**src/rtl/jets_pkg.sv**
```systemverilog
// Shared types, constants and helpers for the Julia escape-time pixel unit.
// No dependencies; every other file in rtl/ imports this package.
package jets_pkg;

   localparam int IMAGE_WIDTH_DEFAULT  = 1024;
   localparam int IMAGE_HEIGHT_DEFAULT = 1024;
   localparam int MAX_ITER_DEFAULT     = 32;

   // 3 * 2^24: scale of the coordinate map, z = floor(MAP_SCALE*coord/size) - MAP_SCALE/2
   localparam longint unsigned MAP_SCALE  = 64'd50331648;
   localparam logic [63:0]     ESCAPE_SQ  = 64'd1 << 50;
   localparam logic [7:0]      ALPHA_CONST = 8'd30;

   typedef enum logic [0:0] {
      CSR_C_REAL = 1'b0,
      CSR_C_IMAG = 1'b1
   } csr_index_type;

   typedef struct packed {
      logic [9:0] pixel_x;
      logic [9:0] pixel_y;
   } req_type;

   typedef struct packed {
      logic [5:0] iterations;
      logic [7:0] red;
      logic [7:0] green;
      logic [7:0] blue;
      logic [7:0] alpha;
   } rsp_type;

   typedef struct packed {
      logic signed [31:0] zx;
      logic signed [31:0] zy;
   } zpoint_type;

   localparam logic [7:0] GREEN_TAB [0:32] = '{
      8'd0,   8'd24,  8'd49,  8'd73,  8'd97,  8'd120, 8'd141, 8'd161,
      8'd180, 8'd197, 8'd211, 8'd224, 8'd235, 8'd243, 8'd250, 8'd253,
      8'd254, 8'd253, 8'd250, 8'd244, 8'd235, 8'd225, 8'd212, 8'd197,
      8'd180, 8'd162, 8'd141, 8'd120, 8'd97,  8'd74,  8'd50,  8'd25,
      8'd0
   };

   localparam logic [7:0] BLUE_TAB [0:32] = '{
      8'd0,   8'd45,  8'd63,  8'd78,  8'd90,  8'd100, 8'd110, 8'd119,
      8'd127, 8'd135, 8'd142, 8'd149, 8'd156, 8'd162, 8'd168, 8'd174,
      8'd180, 8'd185, 8'd191, 8'd196, 8'd201, 8'd206, 8'd211, 8'd216,
      8'd220, 8'd225, 8'd229, 8'd234, 8'd238, 8'd242, 8'd246, 8'd250,
      8'd255
   };

   // Clamp a wide signed value to the signed 32-bit range.
   function automatic logic signed [31:0] sat32(input logic signed [63:0] v);
      logic signed [31:0] r;
      if (v > 64'sd2147483647) begin
         r = 32'sh7FFFFFFF;
      end else if (v < -64'sd2147483648) begin
         r = 32'sh80000000;
      end else begin
         r = v[31:0];
      end
      return r;
   endfunction

endpackage

```
**src/rtl/jets_map.sv**
```systemverilog
// Coordinate map: pixel index to signed Q8.24 plane coordinate, three register stages.
// Depends on jets_pkg (MAP_SCALE, sat32).
module jets_map #(
   parameter int SIZE = 1024
) (
   input  logic               clock,
   input  logic               en,
   input  logic [9:0]         coord_i,
   output logic signed [31:0] z_o
);
   import jets_pkg::*;

   // MAP_SCALE*coord/SIZE = coord*QUOT + coord*REM/SIZE; the last term by reciprocal
   localparam longint unsigned QUOT_L  = MAP_SCALE / SIZE;
   localparam longint unsigned REM_L   = MAP_SCALE % SIZE;
   localparam longint unsigned RECIP_L = ((64'd1 << 36) + 64'(SIZE) - 64'd1) / 64'(SIZE);
   localparam logic [21:0] MAP_QUOT  = 22'(QUOT_L);
   localparam logic [11:0] MAP_REM   = 12'(REM_L);
   localparam logic [32:0] MAP_RECIP = 33'(RECIP_L);
   localparam logic signed [63:0] MAP_HALF = 64'sd25165824;

   logic [31:0]        hi1_ff,  hi1_in;
   logic [21:0]        rem1_ff, rem1_in;
   logic [31:0]        hi2_ff;
   logic [54:0]        quo2_ff, quo2_in;
   logic signed [63:0] sum_in;
   logic signed [31:0] z_ff;

   always_comb begin
      hi1_in  = 32'(coord_i) * 32'(MAP_QUOT);
      rem1_in = 22'(coord_i) * 22'(MAP_REM);
      quo2_in = 55'(rem1_ff) * 55'(MAP_RECIP);
      sum_in  = $signed({32'd0, hi2_ff}) + $signed(64'(quo2_ff >> 36)) - MAP_HALF;
   end

   always_ff @(posedge clock) begin
      if (en) begin
         hi1_ff  <= hi1_in;
         rem1_ff <= rem1_in;
         hi2_ff  <= hi1_ff;
         quo2_ff <= quo2_in;
         z_ff    <= sat32(sum_in);
      end
   end

   assign z_o = z_ff;

endmodule

```
**config.mk**
```make
export PLATFORM = sky130hd
export DESIGN_NAME = jets_map
export DESIGN_NICKNAME = d
export VERILOG_FILES = /design/src/rtl/jets_pkg.sv /design/src/rtl/jets_map.sv
export SDC_FILE = /design/constraint.sdc
export NUM_CORES = 1
export LEC_CHECK = 0
export BUFFER_PORTS_ARGS = -buffer_cell sky130_fd_sc_hd__buf_4
export CAP_MARGIN = 20
export CORE_ASPECT_RATIO = 0.9
export CORE_MARGIN = 3
export CORE_UTILIZATION = 52
export DETAILED_ROUTE_END_ITERATION = 8
export MAX_ROUTING_LAYER = met4
export PLACE_DENSITY = 0.9
export SETUP_SLACK_MARGIN = 0.4
export SYNTH_ARGS = -nofsm -noshare
export SYNTH_HDL_FRONTEND = slang
export SYNTH_SLANG_ARGS = --single-unit
```
**constraint.sdc**
```tcl
create_clock -name clock -period 2.52 [get_ports clock]
set_clock_uncertainty 0.15 [all_clocks]
set_input_delay 0.252 -clock clock [delete_from_list [all_inputs] [get_ports clock]]
set_output_delay 0.252 -clock clock [all_outputs]
set_load 0.01 [all_outputs]
```
==> flow_metrics.tcl <==
set metrics [dict create \
    core_area_sq_um 3140 \
    drive_gt1_share_pct 26.2 \
    p_seq_share_pct 53.9 \
    root_buffer "clkbuf_8" \
    clkTransAtPathRegs_ps 70 \
    timing.fmax_ghz 0.504 \
    synth_top_area_share_pct 63.9 \
    worstSkewPairLatency_ps 280 \
    cts_resized 0 \
    synth_top_area_cell "edfxtp_1" \
    setup_viol 0 \
    htreeDepth 2 \
    r2r_end "z_o[25]" \
    cp_num_buf_inv 2 \
    antenna_found_initial 0 \
    numCtsBuffers 5 \
    r2r_cells 2 \
    ir_drop_uv 279 \
    min_path_type "input port to flop" \
    postSynthRegisterBits 37 \
    hold_depth 2 \
    slew_headroom_pct 67.1 \
    start_util_pct 55.4 \
    regToRegStartpoint "hi2_ff[23]" \
    via_per_inst 4.71 \
    yosysWarnings 0 \
    crit_slowest_cell "or3b_1" \
    die_y_um 60.9 \
    die_x_um 67.0 \
    cts.sinks 37 \
    io_pins 44 \
    hold_violations 0 \
    drt_iter0_markers 37 \
    synth_cells 117 \
    grt_overflow 0 \
    cp_slowest_stage_delay_ps 400 \
    cp-start-kind "input port" \
    worst_pin_slew_ps 481 \
    final_core_util_pct 64.8 \
    end_kind "flop" \
    fillers 243 \
    timing.setup.tns_ps 0 \
    drt_wl_total_um 2200 \
    min_period_over_period_pct 78.7 \
    cts_setup_buffers 0 \
    rows 19 \
    cts_tree "done" \
    p_leak_uw 0.000857 \
    grt_usage_pct 12.8 \
    rsz0062_at_grt "no" \
    wl_per_cell_um 11.5 \
    rrSetupSlack_ps 1360 \
    status "complete, no violations" \
    p_comb_share_pct 13.7 \
    path_delay_family "simple AND/OR/NAND/NOR gates" \
    swShare_pct 20.9 \
    maxSlewViolCount 0 \
    antenna_left 0 \
    internal-power_uw 1150 \
    path_depth 9 \
    drc_errors 0 \
    die_area_sq_um 4080 \
    dr.pass1.iters 4 \
    ctsHoldBuffers 1 \
    powerDensity_nw_per_um2 714 \
    clockPowerShare_pct 32.4 \
    crit_chain "buf_4, ha_1, inv_1, fa_1, nor2b_1, o21ai_1, nand2b_1, a2111oi_0, or3b_1" \
    worstPathArrival_ps 1860 \
    cp_max_fo 4 \
    crit_required_ps 2390 \
    maxCapViolations 0 \
    num_antenna_cells 0 \
    dp_hpwl_um 1660 \
    switchingPower_uw 303 \
    clk_path_buf_depth 2 \
    min_to "hi1_ff[15]" \
    synth_area_leaders "edfxtp_1 64%, ha_1 8.6%, buf_4 8.2%, xnor2_1 3.0%, inv_1 2.4%" \
    gp_congestion 0.816 \
    min_from "coord_i[1]" \
    synth_cell_types 28 \
    routed-via-count 900 \
    grt_pass1_vias 808 \
    io_buffers 29 \
    period_minus_slack_ps 1980 \
    syn_area_sq_um 1740 \
    grt_max_degree 38 \
    grt_first_pass_wirelength_um 3460 \
    area_growth_pct 16.8 \
    nets 173 \
    path_class "input port to flop" \
    yosysSeqAreaShare_pct 63.9 \
    avgSynthCellArea_sq_um 14.9 \
]
## routing by layer
layer | part of all wire, % | track usage, % | up-vias
li1 | - | - | 446
met1 | 35 | 12.3 | 392
met2 | 51 | 20.1 | 54
met3 | 11 | 5.74 | 8
met4 | 3.4 | 10.4 | 0
met5 | 0 | - | -
## worst reg2reg max path, delay by kind of cell (launching register included)
kind       cells  cell delay [ps]
xor+xnor       1              120
fa+ha+maj      1              230
flops          1              420
## cells in the mapped netlist
| cell | number |
|---|---|
| or3b_1 | 1 |
| edfxtp_1 | 37 |
| and3_1 | 2 |
| a21oi_2 | 1 |
| and3_4 | 1 |
| conb_1 | 1 |
| and2_2 | 1 |
| nor3_1 | 1 |
| a2111oi_0 | 1 |
| nand2b_1 | 1 |
| ha_1 | 12 |
| a21o_1 | 2 |
| inv_1 | 11 |
| a221oi_1 | 1 |
| fa_1 | 1 |
| buf_4 | 19 |
| and2_1 | 1 |
| nand4_1 | 1 |
| o21ai_0 | 1 |
| nand2_1 | 3 |
| xor2_1 | 2 |
| a21oi_1 | 2 |
| xnor2_1 | 6 |
| o21ai_1 | 3 |
| nor2b_1 | 1 |
| a2111oi_4 | 1 |
| o21bai_1 | 1 |
| a31oi_1 | 2 |
## registers in the layout, summed over array words and instances, names as in the netlist
| register | cells |
|---|---|
| hi1_ff | 12 |
| hi2_ff | 12 |
| z_o | 13 |
## worst max-delay path by stage
stage / end / startpoint
4_1_cts: hi1_ff[21] / coord_i[1]
6_report: hi1_ff[21] / coord_i[1]
2_1_floorplan: hi1_ff[21] / coord_i[0]
5_1_grt: hi1_ff[21] / coord_i[1]
3_3_place_gp: hi1_ff[21] / coord_i[1]
3_5_place_dp: hi1_ff[21] / coord_i[1]
## cells in the final DEF (no fill, tap or decap), types with 3 or more instances in the layout
cell	netlist	routed
inv_1	11	11
buf_4	19	29
edfxtp_1	37	37
o21ai_1	3	3
nand2_1	3	3
ha_1	12	12
conb_1	1	14
xnor2_1	6	6
clkbuf_8	0	5
## final cells by class
class                   instances  area (sq um)  area share [%]
clock inverters                 2          33.8            1.66
clock buffers                   6          72.6            3.57
inverters                      11          41.3            2.03
well taps                      42          52.6            2.59
flip-flops and latches         37          1110            54.7
multi-input cells              63           493            24.3
repair buffers                 30           228            11.2
## power groups by stage
stage	Clock [uW]	Combinational, uW	Sequential, uW
global route	516	220	788
CTS	484	198	783
detailed placement	0	197	796
floorplan	0	128	802
finish	470	198	781
global placement	0	185	792
## cell families after synthesis
| kind of cell | share of synthesized area, % |
|---|---|
| flops | 63.9 |
| buf+inv | 10.6 |
| compound gates | 6.83 |
| fa+ha+maj | 9.78 |
| simple gates | 4.68 |
| xor+xnor | 4.03 |
| other cells | 0.216 |
## metrics by stage
stage,cells,hold slack [ps],setup slack (ps),cell area (sq um),power [uW]
2_1_floorplan,130,201,528,1790,930
3_3_place_gp,182,250,336,1920,977
3_5_place_dp,182,255,273,1920,993
4_1_cts,191,123,566,2030,1460
5_1_grt,191,128,442,2030,1520
6_report,191,138,538,2030,1450
(Power assumes the default switching activity.)
